File: src/rtl/hsvg_pkg.sv
`timescale 1ns / 1ps
// hsvg_pkg: shared widths, constants, dimming curve and pipeline stage types
// for the hsv_to_rgb_gamma converter. no dependencies.
package hsvg_pkg;

   localparam int HUE_W  = 9;
   localparam int CHAN_W = 8;
   localparam int FRAC_W = 6;
   localparam int PROD_W = CHAN_W + FRAC_W;

   localparam int HUE_SECTOR  = 60;
   localparam int HUE_CIRCLE  = 360;
   localparam int FULL_SCALE  = 255;

   // x / 60 == (x * DIV60_MULT) >> DIV60_SHIFT for every x below 2**PROD_W
   localparam int DIV60_SHIFT = 20;
   localparam int DIV60_MULT  = ((1 << DIV60_SHIFT) + HUE_SECTOR - 1) / HUE_SECTOR;
   localparam int DIV60_MW    = 15;

   typedef enum logic [2:0] {
      SECTOR_0 = 3'd0,
      SECTOR_1 = 3'd1,
      SECTOR_2 = 3'd2,
      SECTOR_3 = 3'd3,
      SECTOR_4 = 3'd4,
      SECTOR_5 = 3'd5
   } sector_type;

   localparam logic [CHAN_W-1:0] GAMMA_ROM [0:255] = '{
      8'd0,   8'd1,   8'd1,   8'd2,   8'd2,   8'd2,   8'd2,   8'd2,
      8'd2,   8'd3,   8'd3,   8'd3,   8'd3,   8'd3,   8'd3,   8'd3,
      8'd3,   8'd3,   8'd3,   8'd3,   8'd3,   8'd3,   8'd3,   8'd4,
      8'd4,   8'd4,   8'd4,   8'd4,   8'd4,   8'd4,   8'd4,   8'd4,
      8'd4,   8'd4,   8'd4,   8'd5,   8'd5,   8'd5,   8'd5,   8'd5,
      8'd5,   8'd5,   8'd5,   8'd5,   8'd5,   8'd6,   8'd6,   8'd6,
      8'd6,   8'd6,   8'd6,   8'd6,   8'd6,   8'd7,   8'd7,   8'd7,
      8'd7,   8'd7,   8'd7,   8'd7,   8'd8,   8'd8,   8'd8,   8'd8,
      8'd8,   8'd8,   8'd9,   8'd9,   8'd9,   8'd9,   8'd9,   8'd9,
      8'd10,  8'd10,  8'd10,  8'd10,  8'd10,  8'd11,  8'd11,  8'd11,
      8'd11,  8'd11,  8'd12,  8'd12,  8'd12,  8'd12,  8'd12,  8'd13,
      8'd13,  8'd13,  8'd13,  8'd14,  8'd14,  8'd14,  8'd14,  8'd15,
      8'd15,  8'd15,  8'd16,  8'd16,  8'd16,  8'd16,  8'd17,  8'd17,
      8'd17,  8'd18,  8'd18,  8'd18,  8'd19,  8'd19,  8'd19,  8'd20,
      8'd20,  8'd20,  8'd21,  8'd21,  8'd22,  8'd22,  8'd22,  8'd23,
      8'd23,  8'd24,  8'd24,  8'd25,  8'd25,  8'd25,  8'd26,  8'd26,
      8'd27,  8'd27,  8'd28,  8'd28,  8'd29,  8'd29,  8'd30,  8'd30,
      8'd31,  8'd32,  8'd32,  8'd33,  8'd33,  8'd34,  8'd35,  8'd35,
      8'd36,  8'd36,  8'd37,  8'd38,  8'd38,  8'd39,  8'd40,  8'd40,
      8'd41,  8'd42,  8'd43,  8'd43,  8'd44,  8'd45,  8'd46,  8'd47,
      8'd48,  8'd48,  8'd49,  8'd50,  8'd51,  8'd52,  8'd53,  8'd54,
      8'd55,  8'd56,  8'd57,  8'd58,  8'd59,  8'd60,  8'd61,  8'd62,
      8'd63,  8'd64,  8'd65,  8'd66,  8'd68,  8'd69,  8'd70,  8'd71,
      8'd73,  8'd74,  8'd75,  8'd76,  8'd78,  8'd79,  8'd81,  8'd82,
      8'd83,  8'd85,  8'd86,  8'd88,  8'd90,  8'd91,  8'd93,  8'd94,
      8'd96,  8'd98,  8'd99,  8'd101, 8'd103, 8'd105, 8'd107, 8'd109,
      8'd110, 8'd112, 8'd114, 8'd116, 8'd118, 8'd121, 8'd123, 8'd125,
      8'd127, 8'd129, 8'd132, 8'd134, 8'd136, 8'd139, 8'd141, 8'd144,
      8'd146, 8'd149, 8'd151, 8'd154, 8'd157, 8'd159, 8'd162, 8'd165,
      8'd168, 8'd171, 8'd174, 8'd177, 8'd180, 8'd183, 8'd186, 8'd190,
      8'd193, 8'd196, 8'd200, 8'd203, 8'd207, 8'd211, 8'd214, 8'd218,
      8'd222, 8'd226, 8'd230, 8'd234, 8'd238, 8'd242, 8'd248, 8'd255
   };

   // after lookup and hue split
   typedef struct packed {
      logic [CHAN_W-1:0] v;
      logic [CHAN_W-1:0] gs;
      sector_type        sector;
      logic [FRAC_W-1:0] frac;
      logic              grey;
   } s1_type;

   // after base multiply
   typedef struct packed {
      logic [CHAN_W-1:0] v;
      logic [CHAN_W-1:0] base;
      sector_type        sector;
      logic [FRAC_W-1:0] frac;
      logic              grey;
   } s2_type;

   // after ramp products
   typedef struct packed {
      logic [CHAN_W-1:0] v;
      logic [CHAN_W-1:0] base;
      logic [PROD_W-1:0] prod_up;
      logic [PROD_W-1:0] prod_down;
      sector_type        sector;
      logic              grey;
   } s3_type;

   typedef struct packed {
      logic [CHAN_W-1:0] red;
      logic [CHAN_W-1:0] green;
      logic [CHAN_W-1:0] blue;
   } rgb_type;

endpackage

File: src/rtl/hsvg_if.sv
`timescale 1ns / 1ps
// hsvg_req_if / hsvg_rsp_if: valid-ready channels for hsv words in and rgb words out.
// depends on hsvg_pkg.
interface hsvg_req_if
   import hsvg_pkg::*;
   ();
   logic              valid;
   logic              ready;
   logic [HUE_W-1:0]  hue;
   logic [CHAN_W-1:0] saturation;
   logic [CHAN_W-1:0] brightness;

   modport source (output valid, output hue, output saturation, output brightness,
                   input ready);
   modport sink   (input valid, input hue, input saturation, input brightness,
                   output ready);
endinterface

interface hsvg_rsp_if
   import hsvg_pkg::*;
   ();
   logic              valid;
   logic              ready;
   logic [CHAN_W-1:0] red;
   logic [CHAN_W-1:0] green;
   logic [CHAN_W-1:0] blue;

   modport source (output valid, output red, output green, output blue, input ready);
   modport sink   (input valid, input red, input green, input blue, output ready);
endinterface

File: src/rtl/hsv_to_rgb_gamma.sv
`timescale 1ns / 1ps
// hsv_to_rgb_gamma: pipelined hsv to rgb converter with dimming curve.
// depends on hsvg_pkg, hsvg_req_if, hsvg_rsp_if and hsvg_div60.
//
// Takes one hsv word per clock when not stalled and returns one rgb word per word taken,
// in order. The four register stages are the dimming lookup with hue sector split, the
// 8x8 base multiply, the two ramp multiplies, and the reciprocal divide by 60 with
// channel select; the last stage is the output register.
// Each stage holds its word while the one after it is full and stalled, so the input
// keeps taking words as long as a stage has room. Hues of 360 and above wrap round the
// circle; a saturation of zero gives grey.
module hsv_to_rgb_gamma
   import hsvg_pkg::*;
   (
   input  logic        clock,
   input  logic        reset,
   hsvg_req_if.sink    req,
   hsvg_rsp_if.source  rsp
);

   logic    s1_valid_ff, s2_valid_ff, s3_valid_ff, s4_valid_ff;
   logic    adv1, adv2, adv3, adv4;
   s1_type  s1_ff, s1_in;
   s2_type  s2_ff, s2_in;
   s3_type  s3_ff, s3_in;
   rgb_type s4_ff, s4_in;

   logic [HUE_W-1:0]    hue_wrap;
   logic [HUE_W-1:0]    hue_off;
   logic [2*CHAN_W-1:0] base_prod;
   logic [CHAN_W-1:0]   diff;
   logic [FRAC_W-1:0]   frac_down;
   logic [CHAN_W-1:0]   quot_up, quot_down;
   logic [CHAN_W-1:0]   up, down;

   // stall chain
   assign adv4      = !s4_valid_ff || rsp.ready;
   assign adv3      = !s3_valid_ff || adv4;
   assign adv2      = !s2_valid_ff || adv3;
   assign adv1      = !s1_valid_ff || adv2;
   assign req.ready = adv1;

   // stage 1: dimming lookup, hue wrap and sector split
   always_comb begin
      hue_wrap = (req.hue >= HUE_W'(HUE_CIRCLE)) ? req.hue - HUE_W'(HUE_CIRCLE) : req.hue;
      priority if (hue_wrap < HUE_W'(HUE_SECTOR)) begin
         s1_in.sector = SECTOR_0;
         hue_off      = hue_wrap;
      end else if (hue_wrap < HUE_W'(2 * HUE_SECTOR)) begin
         s1_in.sector = SECTOR_1;
         hue_off      = hue_wrap - HUE_W'(HUE_SECTOR);
      end else if (hue_wrap < HUE_W'(3 * HUE_SECTOR)) begin
         s1_in.sector = SECTOR_2;
         hue_off      = hue_wrap - HUE_W'(2 * HUE_SECTOR);
      end else if (hue_wrap < HUE_W'(4 * HUE_SECTOR)) begin
         s1_in.sector = SECTOR_3;
         hue_off      = hue_wrap - HUE_W'(3 * HUE_SECTOR);
      end else if (hue_wrap < HUE_W'(5 * HUE_SECTOR)) begin
         s1_in.sector = SECTOR_4;
         hue_off      = hue_wrap - HUE_W'(4 * HUE_SECTOR);
      end else begin
         s1_in.sector = SECTOR_5;
         hue_off      = hue_wrap - HUE_W'(5 * HUE_SECTOR);
      end
      s1_in.frac = hue_off[FRAC_W-1:0];
      s1_in.v    = GAMMA_ROM[req.brightness];
      s1_in.gs   = GAMMA_ROM[~req.saturation];
      // corrected saturation is zero only when the curve gives full scale
      s1_in.grey = (s1_in.gs == CHAN_W'(FULL_SCALE));
   end

   // stage 2: base level
   always_comb begin
      base_prod     = (2*CHAN_W)'(s1_ff.gs) * (2*CHAN_W)'(s1_ff.v);
      s2_in.v       = s1_ff.v;
      s2_in.base    = base_prod[2*CHAN_W-1:CHAN_W];
      s2_in.sector  = s1_ff.sector;
      s2_in.frac    = s1_ff.frac;
      s2_in.grey    = s1_ff.grey;
   end

   // stage 3: ramp products
   always_comb begin
      diff            = s2_ff.v - s2_ff.base;
      frac_down       = FRAC_W'(HUE_SECTOR) - s2_ff.frac;
      s3_in.v         = s2_ff.v;
      s3_in.base      = s2_ff.base;
      s3_in.prod_up   = PROD_W'(diff) * PROD_W'(s2_ff.frac);
      s3_in.prod_down = PROD_W'(diff) * PROD_W'(frac_down);
      s3_in.sector    = s2_ff.sector;
      s3_in.grey      = s2_ff.grey;
   end

   // stage 4: divide by 60 and channel select
   hsvg_div60 u_div_up (
      .dividend (s3_ff.prod_up),
      .quotient (quot_up)
   );

   hsvg_div60 u_div_down (
      .dividend (s3_ff.prod_down),
      .quotient (quot_down)
   );

   always_comb begin
      up   = quot_up + s3_ff.base;
      down = quot_down + s3_ff.base;
      if (s3_ff.grey) begin
         s4_in = '{red: s3_ff.v, green: s3_ff.v, blue: s3_ff.v};
      end else begin
         unique case (s3_ff.sector)
            SECTOR_0: s4_in = '{red: s3_ff.v,    green: up,         blue: s3_ff.base};
            SECTOR_1: s4_in = '{red: down,       green: s3_ff.v,    blue: s3_ff.base};
            SECTOR_2: s4_in = '{red: s3_ff.base, green: s3_ff.v,    blue: up};
            SECTOR_3: s4_in = '{red: s3_ff.base, green: down,       blue: s3_ff.v};
            SECTOR_4: s4_in = '{red: up,         green: s3_ff.base, blue: s3_ff.v};
            default:  s4_in = '{red: s3_ff.v,    green: s3_ff.base, blue: down};
         endcase
      end
   end

   always_ff @(posedge clock) begin
      if (reset) begin
         s1_valid_ff <= 1'b0;
         s2_valid_ff <= 1'b0;
         s3_valid_ff <= 1'b0;
         s4_valid_ff <= 1'b0;
      end else begin
         if (adv1) s1_valid_ff <= req.valid;
         if (adv2) s2_valid_ff <= s1_valid_ff;
         if (adv3) s3_valid_ff <= s2_valid_ff;
         if (adv4) s4_valid_ff <= s3_valid_ff;
      end
   end

   always_ff @(posedge clock) begin
      if (adv1 && req.valid)   s1_ff <= s1_in;
      if (adv2 && s1_valid_ff) s2_ff <= s2_in;
      if (adv3 && s2_valid_ff) s3_ff <= s3_in;
      if (adv4 && s3_valid_ff) s4_ff <= s4_in;
   end

   assign rsp.valid = s4_valid_ff;
   assign rsp.red   = s4_ff.red;
   assign rsp.green = s4_ff.green;
   assign rsp.blue  = s4_ff.blue;

endmodule

File: src/rtl/hsvg_div60.sv
`timescale 1ns / 1ps
// hsvg_div60: truncating divide by 60 of a ramp product by reciprocal multiply.
// depends on hsvg_pkg.
module hsvg_div60
   import hsvg_pkg::*;
   (
   input  logic [PROD_W-1:0] dividend,
   output logic [CHAN_W-1:0] quotient
);

   localparam int FULL_W = PROD_W + DIV60_MW;

   logic [FULL_W-1:0] product;

   // quotient never exceeds a byte: the largest ramp product is 255 * 60
   assign product  = FULL_W'(dividend) * FULL_W'(DIV60_MULT);
   assign quotient = product[DIV60_SHIFT +: CHAN_W];

endmodule
File: src/flat_wrapper.sv
// flat-port wrapper written by rule: the top's interface ports become plain ports
module hsv_to_rgb_gamma_flat import hsvg_pkg::*;
  (clock, reset, req_valid, req_hue, req_saturation, req_brightness, req_ready, rsp_valid, rsp_red, rsp_green, rsp_blue, rsp_ready);
  hsvg_req_if req_i ();
  hsvg_rsp_if rsp_i ();
  input  logic clock;
  input  logic reset;
  input wire logic [$bits(req_i.valid)-1:0] req_valid;
  input wire logic [$bits(req_i.hue)-1:0] req_hue;
  input wire logic [$bits(req_i.saturation)-1:0] req_saturation;
  input wire logic [$bits(req_i.brightness)-1:0] req_brightness;
  output wire logic [$bits(req_i.ready)-1:0] req_ready;
  output wire logic [$bits(rsp_i.valid)-1:0] rsp_valid;
  output wire logic [$bits(rsp_i.red)-1:0] rsp_red;
  output wire logic [$bits(rsp_i.green)-1:0] rsp_green;
  output wire logic [$bits(rsp_i.blue)-1:0] rsp_blue;
  input wire logic [$bits(rsp_i.ready)-1:0] rsp_ready;
  assign req_i.valid = req_valid;
  assign req_i.hue = req_hue;
  assign req_i.saturation = req_saturation;
  assign req_i.brightness = req_brightness;
  assign req_ready = req_i.ready;
  assign rsp_valid = rsp_i.valid;
  assign rsp_red = rsp_i.red;
  assign rsp_green = rsp_i.green;
  assign rsp_blue = rsp_i.blue;
  assign rsp_i.ready = rsp_ready;
  hsv_to_rgb_gamma u_core (.clock(clock), .reset(reset), .req(req_i), .rsp(rsp_i));
endmodule
File: config.mk
export PLATFORM = sky130hd
export DESIGN_NAME = hsv_to_rgb_gamma_flat
export DESIGN_NICKNAME = d
export VERILOG_FILES = /design/src/rtl/hsvg_pkg.sv /design/src/rtl/hsvg_if.sv /design/src/rtl/hsv_to_rgb_gamma.sv /design/src/rtl/hsvg_div60.sv /design/src/flat_wrapper.sv
export SDC_FILE = /design/constraint.sdc
export NUM_CORES = 1
export LEC_CHECK = 0
export BUFFER_PORTS_ARGS = -buffer_cell sky130_fd_sc_hd__buf_2
export CELL_PAD_IN_SITES_DETAIL_PLACEMENT = 1
export CELL_PAD_IN_SITES_GLOBAL_PLACEMENT = 1
export CORE_UTILIZATION = 49
export CTS_BUF_LIST = sky130_fd_sc_hd__clkbuf_8
export CTS_CLUSTER_SIZE = 16
export DETAILED_ROUTE_END_ITERATION = 10
export PLACE_DENSITY = 0.79
export SYNTH_ARGS = -nofsm -noshare
export SYNTH_HDL_FRONTEND = slang
export SYNTH_SLANG_ARGS = --single-unit
File: constraint.sdc
create_clock -name clock -period 7.27 [get_ports clock]
set_clock_uncertainty 0.15 [all_clocks]
set_input_delay 0 -clock clock [delete_from_list [all_inputs] [get_ports clock]]
set_output_delay 0 -clock clock [all_outputs]
set_load 0.03 [all_outputs]
**Word level (Yosys, flattened, before mapping)**

Memories as Yosys holds them, arrays and structs flattened. A register that Yosys moved wholly into a read port is not among the register bits.
Cells that the tools add are included.

- Register bits: 120
- Memory bits (read-only): 4,096
- Output and inout port bits: 26
- Word-level logic and storage cells: 85
- Memories: 2

Memories:

| name | words | bits a word | read ports | clocked after Yosys merged registers in | wr ports | RTL line | source |
|---|---|---|---|---|---|---|---|
| (no name shown) | 256 | 8 | 1 | 0 | 0 | hsv_to_rgb_gamma.sv:67 | `s1_in.gs = GAMMA_ROM[~req.saturation];` |
| (no name shown) | 256 | 8 | 1 | 1 | 0 | hsv_to_rgb_gamma.sv:66 | `s1_in.v = GAMMA_ROM[req.brightness];` |

- Add/subtract/negate cells: 10
- Multiply operators: 5
- Order comparisons: 7
- Eq/ne operators: 5
- Mux-type cells: 14
- Bitwise gates (word level): 3
- Reductions and logical operators: 15

Operator list:

| operator | count |
|---|---|
| $pmux 24 s5 | 1 |
| $mul 14x15->28 const B | 2 |
| $mux 6 | 5 |
| $sub 6x6->6 const B | 5 |
| $mul 8x6->14 | 2 |
| $mux 24 | 1 |
| $ge 9x9->1 const B | 2 |
| $lt 9x8->1 const B | 2 |
| $not 8->9 | 2 |
| $add 8x8->8 | 2 |
| $mul 8x8->16 | 1 |
| $mux 8 | 2 |
| $lt 9x6->1 const B | 1 |
| $lt 9x7->1 const B | 1 |
| $lt 9x9->1 const B | 1 |
| $mux 9 | 1 |
| $sub 9x9->9 const B | 1 |
| $eq 8x8->1 const B | 1 |
| $not 8->8 | 1 |
| $sub 8x8->8 | 1 |
| $eq 3x2->1 const B | 2 |
| $sub 6x6->6 const A | 1 |
| $logic_and 1x1->1 | 4 |
| $logic_not 1->1 | 4 |
| other kinds (8) | 13 |

**Depth between registers and ports, before layout**

- Depth after elaboration: 8
- Gate-level depth with buffers: 27

**Modules after synthesis**

A second synthesis with hierarchy kept.

- Cell total of the unflattened synthesis: 2,112
- Area, all modules: 18,776.8 µm²

Modules (own cells, without submodules):

| module | instances | cells an instance | area an instance (µm²) | seq. area each (µm²) |
|---|---|---|---|---|
| hsv_to_rgb_gamma | 1 | 1,652 | 14,492.6 | 3,773.6 |
| hsvg_div60 (u_core.u_div_down) | 1 | 231 | 2,169.6 | 0.0 |
| hsvg_div60 (u_core.u_div_up) | 1 | 229 | 2,114.5 | 0.0 |

**Worst setup path after synthesis**

Ideal clock, no wire load.

- Path type: register to register
- From: register u_core.s3_ff[29] (netlist bit)
- To: register u_core.s4_ff, in the netlist u_core.rsp.green[7], data pin
- Library setup time: 0.263 ns
- Data arrival time: 5.916 ns
- Required time: 6.857 ns
- Setup slack: 0.942 ns
- Stages on the path, launching flop included: 23
- Path buffers: 0
- Period minus slack after synthesis: 6.328 ns
- Path through: edfxtp_1 > ha_1 > fa_1 > fa_1 > fa_1 > fa_1 > ha_1 > and4_1 > a221oi_1 > nand2_1 > a21o_1 > a21o_1 > a21oi_1 > xnor2_1 > ha_1 > a21o_1 > a21oi_1 > o21ai_0 > o41ai_1 > xnor2_1 > and3_1 > o32ai_1 > a2bb2oi_1

RTL lines:

| what | RTL line | source |
|---|---|---|
| start, declared | hsv_to_rgb_gamma.sv:25 | `s3_type s3_ff, s3_in;` |
| start signal, assigned | hsv_to_rgb_gamma.sv:139 | `if (adv3 && s2_valid_ff) s3_ff <= s3_in;` |
| end signal, assigned | hsv_to_rgb_gamma.sv:140 | `if (adv4 && s3_valid_ff) s4_ff <= s4_in;` |
| end, declared | hsv_to_rgb_gamma.sv:26 | `rgb_type s4_ff, s4_in;` |

==> results_dict.tcl <==
set metrics [dict create \
    status "finished, violations left" \
    violations "DRC" \
    max_stage_delay_ns 0.51 \
    wl_per_cell_um 19.6 \
    core_area_um2 35700 \
    critPathLaunch "u_core.s3_ff[28]$_DFFE_PP_" \
    path_common_cell "ha_1" \
    cp_data_arrival_time_ns 6.95 \
    synthCells 1968 \
    worstSetupPathType "flop to flop" \
    finalSetupTns_ns 0 \
    grt_pass1_wl_um 78800 \
    hold_path_class "input pin to flop" \
    grt.total_usage_pct 26.7 \
    worstHoldPathCells 4 \
    routed_wl_um 48000 \
    clock.fmax_mhz 146 \
    clockBufferDepth 2 \
    hold_start "req_valid" \
    ys_types 79 \
    synthArstFlopShare_pct 0 \
    grt_pass1_vias 15400 \
    maxSlewHeadroom_pct 18.6 \
    syn_area_per_cell_um2 9.08 \
    syn_area_um2 17900 \
    area_delta_synth_final_pct 6.40 \
    synth_nets 2423 \
    regToRegEndpoint "u_core.rsp.green[7]$_DFFE_PP_" \
    root_buffer "clkbuf_8" \
    fin_util_pct 53.2 \
    startpoint_type "flop" \
    gp_congestion 0.941 \
    cts_tree "done" \
    drive_gt1_share_pct 6.65 \
    yosys_warnings 0 \
    hold_viol 0 \
    first_pass_iters 8 \
    placementRows 69 \
    via_count 14500 \
    cts_made_buffers 17 \
    start_util_pct 50.0 \
    ios 55 \
    finalCritPeriodShare_pct 94.5 \
    hpwl_um 37400 \
    synthFlopType "edfxtp_1" \
    grt_max_degree 71 \
    finalNetCount 2426 \
    cp_max_fo 4 \
    yosysSeqAreaShare_pct 21.1 \
    die_w_um 193 \
    antenna_cells 0 \
    min_to "u_core.s1_ff[2]$_DFFE_PP_" \
    drv_slew 0 \
    grt_overflow 0 \
    path_clk_slew_ns 0.09 \
    drc_errors 4 \
    cap_violations 0 \
    cp.required_ns 7.35 \
    r2r_slack_ns 0.40 \
    post_cts_buffers 0 \
    die_y_um 193 \
    antenna_found_initial 0 \
    ant_nets 0 \
    r2r-start "u_core.s3_ff[28]$_DFFE_PP_" \
    htreeDepth 4 \
    synth_seq_cells 127 \
    die-area_um2 37200 \
    synth_edf_count 123 \
    timing.final.crit_period_ns 6.87 \
    port_buffers 54 \
    cp-end-kind "flop" \
    worstRegToRegCells 25 \
    rsz0062_at_grt "false" \
    dr.first_iter.drc_count 691 \
    setup_violations 0 \
    tightest_slew_ns 1.22 \
    vias_per_cell 5.94 \
    clock_sinks 127 \
    cpMaxStageDelayCell "fa_1" \
    clkLatencyLatePin_ns 0.48 \
]
## layout make-up
cell class,count,area (um^2)
fillers,4122,16700
multi-input cells,1517,12900
flip-flops and latches,127,3770
inverters,229,860
well taps,461,577
repair buffers,79,488
clock buffers,18,248
clock inverters,14,173
## critical path: cells and delay by family (launching register included)
kind,cells,cell delay [ns]
AO/OA/AOI/OAI,12,2.58
XOR/XNOR,2,0.35
adder cells (fa/ha/maj),7,2.60
buffers and inverters,2,0.14
flip-flops,1,0.49
AND/OR/NAND/NOR,2,0.31
## state kept, by name (all words and copies together), names as in the netlist
name                flops
u_core.rsp.red          8
u_core.rsp.valid        1
u_core.s1_ff           26
u_core.s3_valid_ff      1
u_core.rsp.green        8
u_core.s2_ff           26
u_core.s2_valid_ff      1
u_core.rsp.blue         8
u_core.s3_ff           47
u_core.s1_valid_ff      1
## layout by cell type, fill, tap and decap left out, types with 36 or more instances in the layout
cell / Yosys / final
ha_1: 298 / 298
inv_1: 225 / 225
nand2_1: 185 / 185
a21oi_1: 129 / 128
fa_1: 128 / 128
edfxtp_1: 123 / 123
nor2_1: 110 / 110
o21ai_0: 109 / 109
and2_1: 69 / 69
buf_2: 4 / 54
xnor2_1: 48 / 48
nand3_1: 36 / 36
## worst max-delay path by stage
stage | to | cells after the start
after floorplan | u_core.rsp.green[7]$_DFFE_PP_ | 22
after global placement | u_core.rsp.green[7]$_DFFE_PP_ | 23
after detailed placement | u_core.rsp.green[7]$_DFFE_PP_ | 25
after CTS | u_core.rsp.green[7]$_DFFE_PP_ | 25
after global routing | u_core.rsp.green[6]$_DFFE_PP_ | 25
final | u_core.rsp.green[7]$_DFFE_PP_ | 25
## kinds of logic after synthesis
kind of cell / synth area share, %
and+or+nand+nor: 14.2
buffers and inverters: 6.88
DFF: 21.1
muxes: 2.40
xor gates and xnor gates: 3.14
adders and majority gates: 35.3
AOI/OAI and AO/OA: 17.0
## stage by stage
step / std cells / cell area, um^2 / hold WS (ns) / worst slack (ns)
after floorplan: 1968 / 17900 / -0.0809 / 0.942
after global placement: 2401 / 18500 / 0.0620 / 0.634
after detailed placement: 2401 / 18500 / 0.0529 / 0.410
after CTS: 2445 / 19000 / 0.0246 / 0.364
after global routing: 2445 / 19000 / 0.0502 / 0.0537
final: 2445 / 19000 / 0.0329 / 0.399
## routing by layer
metal  track usage (%)  wire, um
met5                 0         0
met1              32.9     20700
met2              48.8     25000
met3              2.97      1220
met4              7.81      1080
## repair_timing
action,in CTS,in global routing
endpoints found under the hold margin,24,0
resized for setup,0,1
hold buffers,12,0
endpoints found under the setup margin,0,1
## synth_stat cells, drive strengths merged (17+ instances only)
library cell  number  area [um^2]
o211ai            27          203
inv              227          852
nand3             36          180
a21oi            129          646
xnor2             48          420
mux2i             17          170
fa               128         2560
edfxtp           123         3690
clkbuf            79          297
nand2b            17          106
nor2             110          413
nand2            185          694
a211oi            29          218
and2              70          438
ha               298         3730
nor3              28          140
o21ai            109          546
nor2b             31          194
Power is not shown: default switching activity piles up to over one toggle a cycle in this logic, so the estimate is an artifact.
